==> config.mk <==
export PLATFORM = sky130hd
export DESIGN_NAME = pprd_queue
export DESIGN_NICKNAME = d
export VERILOG_FILES = /design/src/design/pprd_pkg.sv /design/src/design/pprd_queue.sv
export SDC_FILE = /design/constraint.sdc
export NUM_CORES = 1
export LEC_CHECK = 0
export BUFFER_PORTS_ARGS = -buffer_cell sky130_fd_sc_hd__buf_2
export CAP_MARGIN = 10
export CELL_PAD_IN_SITES_DETAIL_PLACEMENT = 1
export CELL_PAD_IN_SITES_GLOBAL_PLACEMENT = 1
export CORE_UTILIZATION = 45
export DETAILED_ROUTE_END_ITERATION = 10
export GPL_ROUTABILITY_DRIVEN = 0
export MAX_ROUTING_LAYER = met4
export PLACE_DENSITY = 0.85
export SLEW_MARGIN = 20
export SYNTH_ARGS = -nofsm -noshare
export SYNTH_HDL_FRONTEND = slang
export SYNTH_SLANG_ARGS = --single-unit
==> constraint.sdc <==
create_clock -name clk -period 4.9 [get_ports clk]
set_input_delay 0.98 -clock clk [delete_from_list [all_inputs] [get_ports clk]]
set_output_delay 0.98 -clock clk [all_outputs]
set_load 0.02 [all_outputs]
==> src/design/pprd_pkg.sv <==
// Package for the pinhole projection block: payload widths, configuration codes,
// status codes, shared structures and saturation helpers. No dependencies.
package pprd_pkg;

	localparam int CFG_INDEX_W = 4;
	localparam int CFG_DATA_W  = 64;
	localparam int CAM_W       = 51;

	localparam logic [CFG_INDEX_W-1:0] CFG_ROT0  = 4'd0;
	localparam logic [CFG_INDEX_W-1:0] CFG_ROT1  = 4'd1;
	localparam logic [CFG_INDEX_W-1:0] CFG_ROT2  = 4'd2;
	localparam logic [CFG_INDEX_W-1:0] CFG_TXY   = 4'd3;
	localparam logic [CFG_INDEX_W-1:0] CFG_TZ    = 4'd4;
	localparam logic [CFG_INDEX_W-1:0] CFG_FOCAL = 4'd5;
	localparam logic [CFG_INDEX_W-1:0] CFG_PP    = 4'd6;
	localparam logic [CFG_INDEX_W-1:0] CFG_SKD   = 4'd7;

	localparam logic [1:0] ST_OK         = 2'd0;
	localparam logic [1:0] ST_DEPTH_ZERO = 2'd1;
	localparam logic [1:0] ST_SATURATED  = 2'd2;

	localparam logic signed [63:0] S32_MAX = 64'sd2147483647;
	localparam logic signed [63:0] S32_MIN = -64'sd2147483648;

	typedef struct packed {
		logic [47:0] rot0;
		logic [47:0] rot1;
		logic [47:0] rot2;
		logic [63:0] txy;
		logic [31:0] tz;
		logic [63:0] focal;
		logic [63:0] pp;
		logic [63:0] skd;
	} cfg_t;

	typedef struct packed {
		logic signed [CAM_W-1:0] xc;
		logic signed [CAM_W-1:0] yc;
		logic signed [CAM_W-1:0] zc;
	} cam_t;

	typedef struct packed {
		logic signed [31:0] val;
		logic               sat;
	} clamp_t;

	function automatic clamp_t clamp32(input logic signed [63:0] v, input logic sym);
		clamp_t r;
		logic signed [63:0] lo;
		lo = sym ? -S32_MAX : S32_MIN;
		r.sat = 1'b0;
		r.val = v[31:0];
		if (v > S32_MAX) begin
			r.sat = 1'b1;
			r.val = S32_MAX[31:0];
		end else if (v < lo) begin
			r.sat = 1'b1;
			r.val = lo[31:0];
		end
		return r;
	endfunction

endpackage

==> src/design/pprd_queue.sv <==
// Short queue between front and back ends, holding camera-frame points.
// Depends on pprd_pkg.
module pprd_queue #(
	parameter int DEPTH = 4
) (
	input  logic           clk,
	input  logic           arst_n,
	input  logic           push,
	input  pprd_pkg::cam_t wdata,
	input  logic           pop,
	output logic           full,
	output logic           empty,
	output pprd_pkg::cam_t rdata
);

	localparam int PW = (DEPTH > 1) ? $clog2(DEPTH) : 1;
	localparam int CW = $clog2(DEPTH + 1);

	pprd_pkg::cam_t  mem_q [0:DEPTH-1];
	logic [PW-1:0]   wp_q, rp_q;
	logic [CW-1:0]   cnt_q;

	assign full  = (cnt_q == CW'(DEPTH));
	assign empty = (cnt_q == '0);
	assign rdata = mem_q[rp_q];

	always_ff @(posedge clk or negedge arst_n) begin
		if (!arst_n) begin
			wp_q  <= '0;
			rp_q  <= '0;
			cnt_q <= '0;
		end else begin
			if (push) wp_q <= (wp_q == PW'(DEPTH - 1)) ? '0 : wp_q + 1'b1;
			if (pop) rp_q <= (rp_q == PW'(DEPTH - 1)) ? '0 : rp_q + 1'b1;
			if (push && !pop) cnt_q <= cnt_q + 1'b1;
			else if (pop && !push) cnt_q <= cnt_q - 1'b1;
		end
	end

	always_ff @(posedge clk) begin
		if (push) mem_q[wp_q] <= wdata;
	end

endmodule

==> report_table.html <==
<table>
<tr><th>Metric</th><th>Value</th></tr>
<tr><th colspan="2">Outcome</th></tr>
<tr><td>Outcome</td><td>finished, final reports clean</td></tr>
<tr><th colspan="2">Synth</th></tr>
<tr><td>Yosys synthesis warning count</td><td>0</td></tr>
<tr><td>Post-synth top area share</td><td>81.7%</td></tr>
<tr><td>Mapped Area</td><td>22500 um^2</td></tr>
<tr><td>Number of standard cells after synthesis</td><td>836</td></tr>
<tr><td>Net count after synthesis</td><td>1000</td></tr>
<tr><td>Mapped Avg Cell Area</td><td>26.9 um^2</td></tr>
<tr><td>Cell types with the largest area share after synthesis</td><td>sky130_fd_sc_hd__edfxtp_1 82%, sky130_fd_sc_hd__mux4_2 15%, sky130_fd_sc_hd__dfrtp_1 0.78%</td></tr>
<tr><td>Sequential cell area fraction in the yosys report</td><td>82.5%</td></tr>
<tr><td>Cell taking the most area after synthesis</td><td>sky130_fd_sc_hd__edfxtp_1</td></tr>
<tr><td>Number of different library cells in the post-synthesis netlist</td><td>19</td></tr>
<tr><td>Yosys reg bits</td><td>619</td></tr>
<tr><th colspan="2">Power and ir drop</th></tr>
<tr><td>Relative contribution of the clock network to total power</td><td>26.0%</td></tr>
<tr><td>Sw Ratio</td><td>31.6%</td></tr>
<tr><td>Design Power</td><td>16500 uW</td></tr>
<tr><td>Pint</td><td>11300 uW</td></tr>
<tr><td>Worst VDD drop</td><td>0.000390 V</td></tr>
<tr><td>Portion of total power attributed to sequential cells</td><td>43.4%</td></tr>
<tr><td>Switching component of the power</td><td>5200 uW</td></tr>
<tr><td>Relative contribution of combinational cells to total power</td><td>30.6%</td></tr>
<tr><td>Pleak</td><td>0.00906 uW</td></tr>
<tr><td>Power density over the cells</td><td>614 nW/um^2</td></tr>
<tr><th colspan="2">Clock tree</th></tr>
<tr><td>Number of levels the H-tree was split into</td><td>2</td></tr>
<tr><td>Maximum buffer depth of the clock tree</td><td>3</td></tr>
<tr><td>Clock insertion delay at the later pin of the skew report</td><td>0.61 ns</td></tr>
<tr><td>Number of buffers added to fix hold violations after cts</td><td>0</td></tr>
<tr><td>Sink Count</td><td>619</td></tr>
<tr><td>Number of resized instances in the post-cts repair step</td><td>0</td></tr>
<tr><td>Clock slew at the register clock pins of the worst setup and hold paths</td><td>0.06 ns</td></tr>
<tr><td>CTS tree</td><td>done</td></tr>
<tr><td>Clock root buffer</td><td>sky130_fd_sc_hd__clkbuf_16</td></tr>
<tr><td>Num CTS Buffers</td><td>60</td></tr>
<tr><td>Post-CTS repair timing setup buffer count</td><td>0</td></tr>
<tr><th colspan="2">Setup path</th></tr>
<tr><td>Maximum net fanout on the critical path</td><td>68</td></tr>
<tr><td>CP Cell Sequence</td><td>buf_12 &gt; mux4_2 &gt; buf_2</td></tr>
<tr><td>Required time worst endpoint</td><td>3.92 ns</td></tr>
<tr><td>Highest-delay cell along the critical path</td><td>sky130_fd_sc_hd__dfrtp_4</td></tr>
<tr><td>Kind of cell adding the most delay to the critical path</td><td>flip-flops</td></tr>
<tr><td>Delay of the slowest critical-path stage</td><td>0.75 ns</td></tr>
<tr><td>Critical path start-end classification</td><td>register to output pin</td></tr>
<tr><td>Buffers &amp; Inverters on Critical Path</td><td>2</td></tr>
<tr><td>Arrival time of the worst setup path</td><td>2.82 ns</td></tr>
<tr><td>Startpoint Class</td><td>register</td></tr>
<tr><td>Worst Setup End Kind</td><td>output pin</td></tr>
<tr><th colspan="2">Worst hold path</th></tr>
<tr><td>Class of the most critical hold timing path</td><td>primary input to asynchronous set/reset pin</td></tr>
<tr><th colspan="2">GRT</th></tr>
<tr><td>Wire length of the first global-routing pass</td><td>71.0 mm</td></tr>
<tr><td>Number of antenna violations at the first check in global routing</td><td>9</td></tr>
<tr><td>Via count of the first global-routing pass</td><td>11201</td></tr>
<tr><td>Grt total ovfl</td><td>0</td></tr>
<tr><td>GRT Overall Usage</td><td>19.7%</td></tr>
<tr><td>Largest net degree at the start of global routing</td><td>83</td></tr>
<tr><th colspan="2">Placement</th></tr>
<tr><td>IO Port Bufs</td><td>311</td></tr>
<tr><td>Half-perimeter wire length after placement</td><td>30.6 mm</td></tr>
<tr><th colspan="2">Drt</th></tr>
<tr><td>WL/cell</td><td>25.2 um</td></tr>
<tr><td>1st-pass router iterations</td><td>4</td></tr>
<tr><td>DR vias/cell</td><td>5.31</td></tr>
<tr><td>Drc violations</td><td>0</td></tr>
<tr><td>Final ANT Viol Nets</td><td>0</td></tr>
<tr><td>Total Wirelength</td><td>48.4 mm</td></tr>
<tr><td>Total via count after detailed routing</td><td>10188</td></tr>
<tr><td>Number of DRC markers after the initial detailed-route iteration</td><td>719</td></tr>
<tr><th colspan="2">Die</th></tr>
<tr><td>Std-Cell Core Area</td><td>49200 um^2</td></tr>
<tr><td>Core Rows</td><td>81</td></tr>
<tr><td>Horizontal extent of the die</td><td>226 um</td></tr>
<tr><td>Number of top-level pins</td><td>312</td></tr>
<tr><td>Initial standard-cell utilization of the core</td><td>45.7%</td></tr>
<tr><td>Total Die Area</td><td>50900 um^2</td></tr>
<tr><td>Chip Height</td><td>226 um</td></tr>
<tr><th colspan="2">Timing</th></tr>
<tr><td>Worst slew margin</td><td>49.5%</td></tr>
<tr><td>Maximum clock rate</td><td>263 MHz</td></tr>
<tr><td>Pins Over Slew Limit</td><td>0</td></tr>
<tr><td>Unrepaired setup endpoints after global routing</td><td>no</td></tr>
<tr><td>Worst slack on hold paths</td><td>0.243 ns</td></tr>
<tr><td>Final worst clock skew</td><td>0.0150 ns</td></tr>
<tr><td>Final min period</td><td>3.80 ns</td></tr>
<tr><td>Setup violators final</td><td>0</td></tr>
<tr><td>Final clock period utilization by the worst path</td><td>77.6%</td></tr>
<tr><td>Final Hold Fails</td><td>0</td></tr>
<tr><td>Total Neg Setup Slack</td><td>0 ns</td></tr>
<tr><td>Least-Margin Pin Slew</td><td>0.757 ns</td></tr>
<tr><th colspan="2">Finish</th></tr>
<tr><td>Area Overhead vs Synth</td><td>19.3%</td></tr>
<tr><td>Final #Nets</td><td>1360</td></tr>
<tr><td>Commonest non-fill, non-tap cells in the layout</td><td>612 x sky130_fd_sc_hd__edfxtp_1, 311 x sky130_fd_sc_hd__buf_2, 153 x sky130_fd_sc_hd__mux4_2</td></tr>
<tr><td>Ratio of cells with drive above 1 in the final layout</td><td>45.9%</td></tr>
<tr><td>Leading cell type in the layout, fill and taps excluded</td><td>sky130_fd_sc_hd__edfxtp_1</td></tr>
<tr><th colspan="2">Flow run</th></tr>
<tr><td>MaxCap Viol Count</td><td>0</td></tr>
</table>
-- per-layer routing --
metal  track usage (%)  up-vias  share of wire [%]
met5                 -        -                  0
met4              5.29        0                1.8
met3              5.11       73                6.7
met2              32.6      321                 52
met1              24.2     5434                 40
li1                  -     4360                  -
-- final timing paths --
path / start / endpoint / slack, ns / cells after the start
hold / removal: arst_n / rp_q[0] / 0.24 / 1
min in group clk: cnt_q[2] / cnt_q[2] / 0.55 / 1
setup reg to reg: wp_q[0] / mem_q[2][86] / 2.64 / 4
setup / recovery: rp_q[0] / rdata[132] / 1.10 / 3
max in group asynchronous: arst_n / rp_q[1] / 4.42 / 1
hold reg to reg: cnt_q[2] / cnt_q[2] / 0.55 / 1
-- metrics by stage --
stage	util [%]	worst slack, ns	instances	cell area, um^2
2_1_floorplan	-	1.58	836	22500
3_3_place_gp	50.7	1.76	1796	24900
3_5_place_dp	50.8	1.72	1797	24900
4_1_cts	54.4	1.02	1908	26800
5_1_grt	54.6	0.931	1918	26800
6_report	54.6	1.10	1919	26800
-- logic make-up (layout without fill, tap and decap cells) --
| family | Yosys count | count (layout) | share of synthesized area, % |
|---|---|---|---|
| AO/OA/AOI/OAI | 2 | 2 | 0.0445 |
| XOR/XNOR | 3 | 3 | 0.117 |
| adder cells (fa/ha/maj) | 7 | 7 | 0.423 |
| buffers and inverters | 38 | 447 | 1.17 |
| flip-flops | 619 | 619 | 82.5 |
| multiplexers | 156 | 156 | 15.5 |
| other | 0 | 10 | 0 |
| AND/OR/NAND/NOR | 11 | 11 | 0.250 |
-- worst reg2reg max path, stage by stage, from the launching register on --
cell	delay [ns]
sky130_fd_sc_hd__dfrtp_1	0.42
sky130_fd_sc_hd__inv_1	0.13
sky130_fd_sc_hd__ha_1	0.17
sky130_fd_sc_hd__and2_4	0.49
sky130_fd_sc_hd__buf_4	0.62
-- power by group through the flow --
| stage | Clock [uW] | Combinational (uW) | Sequential, uW |
|---|---|---|---|
| CTS | 4400 | 5130 | 7170 |
| global placement | 0 | 4990 | 7170 |
| finish | 4280 | 5030 | 7140 |
| global route | 4560 | 5330 | 7220 |
| floorplan | 0 | 3590 | 7060 |
| detailed placement | 0 | 5110 | 7270 |
-- registers in the layout, indices dropped and copies added (netlist names) --
signal,cells
cnt_q,3
wp_q,2
mem_q,612
rp_q,2
-- cell usage after synthesis --
| library cell | instances |
|---|---|
| sky130_fd_sc_hd__nand2_1 | 2 |
| sky130_fd_sc_hd__buf_4 | 7 |
| sky130_fd_sc_hd__nor2_1 | 3 |
| sky130_fd_sc_hd__and2_1 | 4 |
| sky130_fd_sc_hd__o21ai_0 | 2 |
| sky130_fd_sc_hd__inv_1 | 4 |
| sky130_fd_sc_hd__mux2_2 | 3 |
| sky130_fd_sc_hd__fa_1 | 1 |
| sky130_fd_sc_hd__mux4_2 | 153 |
| sky130_fd_sc_hd__edfxtp_1 | 612 |
| sky130_fd_sc_hd__clkbuf_1 | 1 |
| sky130_fd_sc_hd__xor2_1 | 2 |
| sky130_fd_sc_hd__ha_1 | 6 |
| sky130_fd_sc_hd__buf_6 | 10 |
| sky130_fd_sc_hd__dfrtp_1 | 7 |
| sky130_fd_sc_hd__nor3_1 | 1 |
| sky130_fd_sc_hd__nor3b_1 | 1 |
| sky130_fd_sc_hd__xnor2_1 | 1 |
| sky130_fd_sc_hd__buf_2 | 16 |
-- cell type report --
cell class | count | area, um^2
Clock inverter | 22 | 164
Sequential cell | 619 | 18600
Tap cell | 664 | 831
Fill cell | 4247 | 22300
Inverter | 4 | 15.0
Timing Repair Buffer | 332 | 1890
Clock buffer | 89 | 1650
Antenna cell | 10 | 25.0
Multi-Input combinational cell | 179 | 3680
No activity file was read; power rests on OpenSTA's default activity.
